==> config.mk <==
export PLATFORM = sky130hd
export DESIGN_NAME = accumulator_alu_skip_unit
export DESIGN_NICKNAME = d
export VERILOG_FILES = /design/src/rtl/aasu_pkg.sv /design/src/rtl/accumulator_alu_skip_unit.sv /design/src/rtl/aasu_ram.sv
export VERILOG_INCLUDE_DIRS = /design/src /design/src/rtl
export SDC_FILE = /design/constraint.sdc
export NUM_CORES = 1
export LEC_CHECK = 0
export ABC_AREA = 1
export BUFFER_PORTS_ARGS = -buffer_cell sky130_fd_sc_hd__buf_2
export CAP_MARGIN = 20
export CORE_MARGIN = 3
export CORE_UTILIZATION = 35
export CTS_BUF_LIST = sky130_fd_sc_hd__clkbuf_16
export CTS_CLUSTER_SIZE = 24
export DETAILED_ROUTE_END_ITERATION = 16
export GPL_ROUTABILITY_DRIVEN = 0
export PLACE_DENSITY = 0.49
export RECOVER_POWER = 100
export SETUP_SLACK_MARGIN = 0.15
export SLEW_MARGIN = 20
export SYNTH_ARGS = -nofsm -noshare
export SYNTH_HDL_FRONTEND = slang
export SYNTH_SLANG_ARGS = --single-unit
==> constraint.sdc <==
create_clock -name clk -period 13.85 [get_ports clk]
set_input_delay 0.6925 -clock clk [delete_from_list [all_inputs] [get_ports clk]]
set_output_delay 0.6925 -clock clk [all_outputs]
set_load 0.03 [all_outputs]
==> src/rtl/accumulator_alu_skip_unit_assert.svh <==
// Assertion macros for the accumulator ALU skip unit.
// Depends on a clk and an active-low arst_n in the including module.
`ifndef ACCUMULATOR_ALU_SKIP_UNIT_ASSERT_SVH
`define ACCUMULATOR_ALU_SKIP_UNIT_ASSERT_SVH

`ifndef NO_ASSERTIONS

`define AASU_ASSERT(lbl, prop, msg) \
	lbl: assert property (@(posedge clk) disable iff (!arst_n) prop) else $error(msg);

`define AASU_ASSERT_NEXT(lbl, pre, post, msg) \
	lbl: assert property (@(posedge clk) disable iff (!arst_n) (pre) |=> (post)) \
		else $error(msg);

`else

`define AASU_ASSERT(lbl, prop, msg)

`define AASU_ASSERT_NEXT(lbl, pre, post, msg)

`endif

`endif

==> src/rtl/aasu_pkg.sv <==
// Shared constants and field codes of the accumulator ALU skip unit.
// No dependencies; imported by the top level.
`default_nettype none

package aasu_pkg;

	localparam int ACC_W  = 16;
	localparam int ADDR_W = 15;
	localparam int NACC   = 4;
	localparam int ASEL_W = 2;
	localparam int IN_TDATA_W  = 32;
	localparam int OUT_TDATA_W = 40;

	localparam logic [2:0] FN_COM = 3'd0;
	localparam logic [2:0] FN_NEG = 3'd1;
	localparam logic [2:0] FN_MOV = 3'd2;
	localparam logic [2:0] FN_INC = 3'd3;
	localparam logic [2:0] FN_ADC = 3'd4;
	localparam logic [2:0] FN_SUB = 3'd5;
	localparam logic [2:0] FN_ADD = 3'd6;
	localparam logic [2:0] FN_AND = 3'd7;

	localparam logic [1:0] SH_NONE = 2'd0;
	localparam logic [1:0] SH_ROL  = 2'd1;
	localparam logic [1:0] SH_ROR  = 2'd2;
	localparam logic [1:0] SH_SWAP = 2'd3;

	localparam logic [1:0] CB_KEEP = 2'd0;
	localparam logic [1:0] CB_ZERO = 2'd1;
	localparam logic [1:0] CB_ONE  = 2'd2;
	localparam logic [1:0] CB_COMP = 2'd3;

	localparam logic [2:0] SK_NEVER  = 3'd0;
	localparam logic [2:0] SK_ALWAYS = 3'd1;
	localparam logic [2:0] SK_CZ     = 3'd2;
	localparam logic [2:0] SK_CO     = 3'd3;
	localparam logic [2:0] SK_RZ     = 3'd4;
	localparam logic [2:0] SK_RNZ    = 3'd5;
	localparam logic [2:0] SK_CZ_RZ  = 3'd6;
	localparam logic [2:0] SK_CO_RNZ = 3'd7;

	typedef struct packed {
		logic [ASEL_W-1:0] ssel;
		logic [ASEL_W-1:0] dsel;
		logic [2:0]        func;
		logic [1:0]        shift;
		logic [1:0]        cbase;
		logic              noload;
		logic [2:0]        skip;
	} ins_t;

	function automatic ins_t decode(input logic [ACC_W-1:0] ins);
		ins_t d;
		d.ssel   = ins[14:13];
		d.dsel   = ins[12:11];
		d.func   = ins[10:8];
		d.shift  = ins[7:6];
		d.cbase  = ins[5:4];
		d.noload = ins[3];
		d.skip   = ins[2:0];
		return d;
	endfunction

endpackage

`default_nettype wire

==> src/rtl/accumulator_alu_skip_unit.sv <==
// Accumulator ALU skip unit: executes one ALU instruction per request.
// Depends on aasu_pkg, aasu_ram and accumulator_alu_skip_unit_assert.svh.
//
// Usage:
//   Slave channel s_* carries one instruction request: its word address and
//   the instruction word. Master channel m_* returns one result per request:
//   next address, shifted ALU result, new carry and the load flag.
//   m_tvalid rises once the request has passed the execute stage and been
//   registered in the result register; one request is taken every cycle
//   while the master side keeps up.
//   The accumulators sit in a 4-entry RAM read when a request is accepted;
//   a write made by the instruction leaving the execute stage in that same
//   cycle is forwarded, so dependent instructions run back to back.
//   Reset clears the carry, all accumulator valid bits (an accumulator never
//   written reads as zero) and both stages; no clearing pass is needed.
//   When m_tready is low with a result waiting, the result register holds,
//   the execute stage holds its instruction and the accumulators are not
//   written; s_tready drops once the execute stage is full.
`default_nettype none

`include "accumulator_alu_skip_unit_assert.svh"

module accumulator_alu_skip_unit import aasu_pkg::*; (
	input  wire logic                   clk,
	input  wire logic                   arst_n,
	input  wire logic                   s_tvalid,
	output logic                        s_tready,
	// [14:0] pc_address, [30:15] instruction, [31] zero
	input  wire logic [IN_TDATA_W-1:0]  s_tdata,
	output logic                        m_tvalid,
	input  wire logic                   m_tready,
	// [14:0] next_address, [30:15] alu_result, [31] carry_result,
	// [32] was_loaded, [39:33] zero
	output logic [OUT_TDATA_W-1:0]      m_tdata
);

	logic                accept;
	logic                adv;
	logic                out_rdy;
	logic [ADDR_W-1:0]   in_pc;
	ins_t                in_dec;

	logic                s1_vld_q;
	logic [ADDR_W-1:0]   pc_s1;
	logic [ACC_W-1:0]    ins_s1;
	logic                byp_src_s1;
	logic                byp_dst_s1;
	logic [ACC_W-1:0]    byp_data_s1;
	logic                vld_src_s1;
	logic                vld_dst_s1;

	logic [NACC-1:0]     acc_vld_q;
	logic                carry_q;
	logic                out_vld_q;
	logic [OUT_TDATA_W-1:0] out_data_q;

	ins_t                dec;
	logic [ACC_W-1:0]    rd_src;
	logic [ACC_W-1:0]    rd_dst;
	logic [ACC_W-1:0]    src;
	logic [ACC_W-1:0]    dst;
	logic                base;
	logic [ACC_W:0]      opa;
	logic [ACC_W:0]      fres;
	logic [ACC_W-1:0]    res;
	logic                cout;
	logic                take;
	logic [ADDR_W-1:0]   nxt;
	logic                ram_we;

	assign out_rdy  = !out_vld_q || m_tready;
	assign adv      = s1_vld_q && out_rdy;
	assign s_tready = !s1_vld_q || out_rdy;
	assign accept   = s_tvalid && s_tready;
	assign in_pc    = s_tdata[ADDR_W-1:0];
	assign in_dec   = decode(s_tdata[ADDR_W+ACC_W-1:ADDR_W]);

	assign dec    = decode(ins_s1);
	assign ram_we = adv && !dec.noload;

	aasu_ram #(
		.WIDTH(ACC_W),
		.DEPTH(NACC)
	) u_acc_ram (
		.clk     (clk),
		.we      (ram_we),
		.waddr   (dec.dsel),
		.wdata   (res),
		.re      (accept),
		.raddr_a (in_dec.ssel),
		.raddr_b (in_dec.dsel),
		.rdata_a (rd_src),
		.rdata_b (rd_dst)
	);

	// execute stage request capture, with forwarding of this cycle's writeback
	always_ff @(posedge clk or negedge arst_n) begin
		if (!arst_n) begin
			s1_vld_q <= 1'b0;
		end else if (s_tready) begin
			s1_vld_q <= s_tvalid;
		end
	end

	always_ff @(posedge clk) begin
		if (accept) begin
			pc_s1       <= in_pc;
			ins_s1      <= s_tdata[ADDR_W+ACC_W-1:ADDR_W];
			byp_src_s1  <= ram_we && (dec.dsel == in_dec.ssel);
			byp_dst_s1  <= ram_we && (dec.dsel == in_dec.dsel);
			byp_data_s1 <= res;
			vld_src_s1  <= acc_vld_q[in_dec.ssel];
			vld_dst_s1  <= acc_vld_q[in_dec.dsel];
		end
	end

	always_comb begin
		src = byp_src_s1 ? byp_data_s1 : (vld_src_s1 ? rd_src : '0);
		dst = byp_dst_s1 ? byp_data_s1 : (vld_dst_s1 ? rd_dst : '0);

		case (dec.cbase)
			CB_KEEP: base = carry_q;
			CB_ZERO: base = 1'b0;
			CB_ONE:  base = 1'b1;
			CB_COMP: base = !carry_q;
			default: base = carry_q;
		endcase
		opa = {base, src};

		case (dec.func)
			FN_COM:  fres = {opa[ACC_W], ~src};
			FN_NEG:  fres = {opa[ACC_W], ~src} + {{ACC_W{1'b0}}, 1'b1};
			FN_MOV:  fres = opa;
			FN_INC:  fres = opa + {{ACC_W{1'b0}}, 1'b1};
			FN_ADC:  fres = {opa[ACC_W], ~src} + {1'b0, dst};
			FN_SUB:  fres = {opa[ACC_W], ~src} + {1'b0, dst} + {{ACC_W{1'b0}}, 1'b1};
			FN_ADD:  fres = opa + {1'b0, dst};
			FN_AND:  fres = {opa[ACC_W], src & dst};
			default: fres = opa;
		endcase

		case (dec.shift)
			SH_NONE: begin
				cout = fres[ACC_W];
				res  = fres[ACC_W-1:0];
			end
			SH_ROL: begin
				cout = fres[ACC_W-1];
				res  = {fres[ACC_W-2:0], fres[ACC_W]};
			end
			SH_ROR: begin
				cout = fres[0];
				res  = fres[ACC_W:1];
			end
			SH_SWAP: begin
				cout = fres[ACC_W];
				res  = {fres[7:0], fres[15:8]};
			end
			default: begin
				cout = fres[ACC_W];
				res  = fres[ACC_W-1:0];
			end
		endcase

		case (dec.skip)
			SK_NEVER:  take = 1'b0;
			SK_ALWAYS: take = 1'b1;
			SK_CZ:     take = !cout;
			SK_CO:     take = cout;
			SK_RZ:     take = (res == '0);
			SK_RNZ:    take = (res != '0);
			SK_CZ_RZ:  take = !cout || (res == '0);
			SK_CO_RNZ: take = cout && (res != '0);
			default:   take = 1'b0;
		endcase

		nxt = pc_s1 + {{(ADDR_W-2){1'b0}}, take, !take};
	end

	// writeback of carry and accumulator valid bits
	always_ff @(posedge clk or negedge arst_n) begin
		if (!arst_n) begin
			carry_q   <= 1'b0;
			acc_vld_q <= '0;
		end else if (ram_we) begin
			carry_q             <= cout;
			acc_vld_q[dec.dsel] <= 1'b1;
		end
	end

	// result register
	always_ff @(posedge clk or negedge arst_n) begin
		if (!arst_n) begin
			out_vld_q <= 1'b0;
		end else if (out_rdy) begin
			out_vld_q <= s1_vld_q;
		end
	end

	always_ff @(posedge clk) begin
		if (adv) begin
			out_data_q <= {7'd0, !dec.noload, cout, res, nxt};
		end
	end

	assign m_tvalid = out_vld_q;
	assign m_tdata  = out_data_q;

	`AASU_ASSERT_NEXT(a_hold_s1, s1_vld_q && !adv, s1_vld_q, "execute stage dropped a request")
	`AASU_ASSERT(a_we_needs_s1, !s1_vld_q |-> !ram_we, "writeback without an instruction")
	`AASU_ASSERT_NEXT(a_vld_set, ram_we, acc_vld_q[$past(dec.dsel)], "written accumulator not valid")

endmodule

`default_nettype wire

==> src/rtl/aasu_ram.sv <==
// Generic RAM: one write port, two read ports sharing one enable, registered read.
// No dependencies.
`default_nettype none

module aasu_ram #(
	parameter int WIDTH = 16,
	parameter int DEPTH = 4
) (
	input  wire logic                     clk,
	input  wire logic                     we,
	input  wire logic [$clog2(DEPTH)-1:0] waddr,
	input  wire logic [WIDTH-1:0]         wdata,
	input  wire logic                     re,
	input  wire logic [$clog2(DEPTH)-1:0] raddr_a,
	input  wire logic [$clog2(DEPTH)-1:0] raddr_b,
	output logic [WIDTH-1:0]              rdata_a,
	output logic [WIDTH-1:0]              rdata_b
);

	logic [WIDTH-1:0] mem [DEPTH];

	always_ff @(posedge clk) begin
		if (we) begin
			mem[waddr] <= wdata;
		end
		if (re) begin
			rdata_a <= mem[raddr_a];
			rdata_b <= mem[raddr_b];
		end
	end

endmodule

`default_nettype wire
==> results.tsv <==
stage	metric	value	unit
outcome	status	complete, but fails checks	
outcome	violations	capacitance limit, slew limit	
final_layout	drive_gt1_share	6.72	%
timing	period_minus_slack	7.64	ns
synth	post_synth_num_cell_types	51	
floorplanning	die_height	188	um
detailed_routing	vias	9575	
timing	max_slew_margin	-203	%
setup_path	critical_path.endpoint_type	register	
floorplanning	initial_utilization	35.6	%
detailed_routing	antenna_left	0	
power	p_leak	5.43	nW
cts	htree_num_levels	4	
place	hpwlAfterDp	23.9	mm
setup_path	cp_most_frequent_cell	nand3_1	
power	power_switching_share	36.0	%
synth	yosys_warns	0	
cts	worstSkewPairLatency	0.43	ns
floorplanning	die_area	35400	sq um
timing	final-max-slew-violation-count	186	
synth	netlist_instances	1381	
detailed_routing	number_of_vias_per_cell_after_detailed_routing	5.08	
cts	clockBufferDepth	2	
place	placed_cell_area	12300	sq um
cts	cts_tree	yes	
synth	synthesis.area_per_instance	8.41	sq um
job	max_cap_violations	4	
setup_path	cpMaxStageDelayCell	nor2_1	
power	design_power_total	0.00176	W
grt	grt_start_max_net_pins	81	
timing	timing.hold.ws	0.220	ns
power	power_density	137	nW/um^2
synth	netlist_area	11600	sq um
timing	setup_tns	0	ns
floorplanning	die-width	188	um
detailed_routing	met2WireLength	15.3	mm
detailed_routing	dr_wl_met3	1.54	mm
grt	grt_overflow	0	
cts	cts-buffers-inserted	17	
setup_path	delay_of_the_slowest_cell_on_the_worst_path	1.08	ns
power	share_of_power_burned_in_combinational_logic	31.1	%
power	net_sw_power	0.000633	W
final_layout	final_cell_mix	nand2_1 (316), edfxtp_1 (177), inv_1 (169), nor2_1 (144), nand3_1 (121)	
place	port_buffers	68	
cts	postCtsSetupRepairBufs	0	
timing	report.final.hold_viol_count	0	
synth	synth-seq-cells	184	
grt	grt_pass1_vias	9236	
synth	synth.yosys.seq_area_share	47.3	%
floorplanning	core-area	32600	sq um
cts	number_of_gates_resized_after_cts	0	
detailed_routing	wirelength_met1	15.5	mm
final_layout	fin_util	39.3	%
setup_path	path_class	register to register	
detailed_routing	starting_drc_count_in_detailed_routing	705	
cts	ctsHoldBuffers	0	
timing	post-route-period-util	55.2	%
hold_path	path_class_of_the_lowest_slack_min_delay_path	input port to asynchronous set/reset pin	
setup_path	crit_required	14.04	ns
power	clock_power_share	28.0	%
cts	cts_sinks	184	
detailed_routing	drc	0	
power	sequentialPowerShare	40.8	%
setup_path	crit_path_start_kind	register	
floorplanning	core.rowCount	66	
setup_path	number_of_cell_instances_on_the_worst_register_to_register_path	36	
floorplanning	floorplan.io_pins	78	
grt	grt_first_pass_wirelength	51.1	mm
setup_path	path_max_fanout	17	
cts	clk_root_buffer_cell	clkbuf_16	
timing	report.final.setup_viol	0	
final_layout	num-nets-final	1525	
timing	timing.clock.skew	0.00741	ns
timing	fmax	131	MHz
timing	measured_slew_at_the_worst_slew_check_pin	4.55	ns
synth	yosys_most_used_dff	edfxtp_1	
synth	async_flop_share	3.80	%
detailed_routing	first_pass_iters	5	
detailed_routing	routed_wirelength	32.9	mm
timing	rsz_0062_raised_after_global_routing	no	
power	p_int	0.00113	W
grt	global_route.usage.total	18.4	%
setup_path	crit_arrival	7.83	ns
cts	clk_pin_slew	0.07	ns
power	power.ir.vdd_worst	0.0000844	V
final_layout	final_design_area_no_fill	12800	sq um
final_layout	areaGrowthSynthToFinish	10.4	%
final_layout	layout.cells.most_common	nand2_1	
detailed_routing	wl_per_cell	17.4	um
detailed_routing	top_layer_used	met4	
synth	count_of_flip_flops_with_a_built_in_enable_after_synthesis	177	
grt	antenna_found_initial	0	
final_layout	diodes	0	
[power by group through the flow]
stage | combinational [W] | clock (W) | sequential, W
6_report | 0.000548 | 0.000494 | 0.000719
3_5_place_dp | 0.000553 | 0 | 0.000727
5_1_grt | 0.000618 | 0.000533 | 0.000726
4_1_cts | 0.000557 | 0.000506 | 0.000716
3_3_place_gp | 0.000551 | 0 | 0.000727
2_1_floorplan | 0.000369 | 0 | 0.000753
[metal layers]
metal / vias up / GRT usage (%)
met3: 41 / 2.60
li1: 4773 / -
met1: 4476 / 25.8
met2: 285 / 29.8
met5: - / 0
met4: 0 / 5.28
[layout make-up]
cell class	count	area (sq um)
sequential	184	5490
tap	442	553
fill	3407	19800
timing repair buffer	76	329
clock inverter	15	175
inverter	177	668
multi-input combinational	975	5180
clock buffer	17	425
[sequential cells by signal (all words and copies together), names as in the netlist]
register	flops
acc_vld_q	4
byp_data_s1	16
byp_dst_s1	1
byp_src_s1	1
carry_q	1
ins_s1	13
m_tdata	33
m_tvalid	1
pc_s1	15
s1_vld_q	1
u_acc_ram.mem	64
u_acc_ram.rdata_a	16
u_acc_ram.rdata_b	16
vld_dst_s1	1
vld_src_s1	1
[worst paths after layout]
kind	slack (ns)	end	start
hold / removal	0.22	carry_q	arst_n
setup / recovery	6.21	m_tdata[14]	byp_src_s1
setup reg to reg	6.21	m_tdata[14]	byp_src_s1
max in group asynchronous	13.26	acc_vld_q[0]	arst_n
min in group clk	0.43	ins_s1[3]	s_tdata[18]
hold reg to reg	0.49	acc_vld_q[1]	acc_vld_q[1]
[stage by stage]
step | instances | setup WS (ns)
5_1_grt | 1886 | 5.32
2_1_floorplan | 1387 | 8.86
3_5_place_dp | 1854 | 7.01
6_report | 1886 | 6.21
3_3_place_gp | 1854 | 7.00
4_1_cts | 1886 | 6.98
[worst max-delay path, delay by kind of cell, from the launching register on]
family          cells  cell delay [ns]
fa+ha+maj           3             0.74
xor+xnor            1             0.14
simple gates       27             4.68
buf+inv             3             0.41
flops               1             0.70
compound gates      2             0.74
[Yosys cell counts, types with 13 or more instances]
cell      instances  area share [%]
nand2_1         313              10
edfxtp_1        177              46
inv_1           171             5.5
nor2_1          140             4.5
nand3_1         118             5.1
o21ai_0          93             4.0
a21oi_1          55             2.4
ha_1             55             5.9
o22ai_1          35             1.9
clkbuf_1         30            0.97
a22oi_1          21             1.4
o211ai_1         16             1.0
o21ai_1          13            0.56
[logic make-up after synthesis]
logic type      after synthesis  share of synthesized area, %
compound gates              264                          13.6
xor+xnor                     20                          1.51
fa+ha+maj                    58                          6.45
buf+inv                     228                          7.92
flops                       184                          47.3
other cells                   1                        0.0323
simple gates                626                          23.2
(Power assumes the default switching activity.)
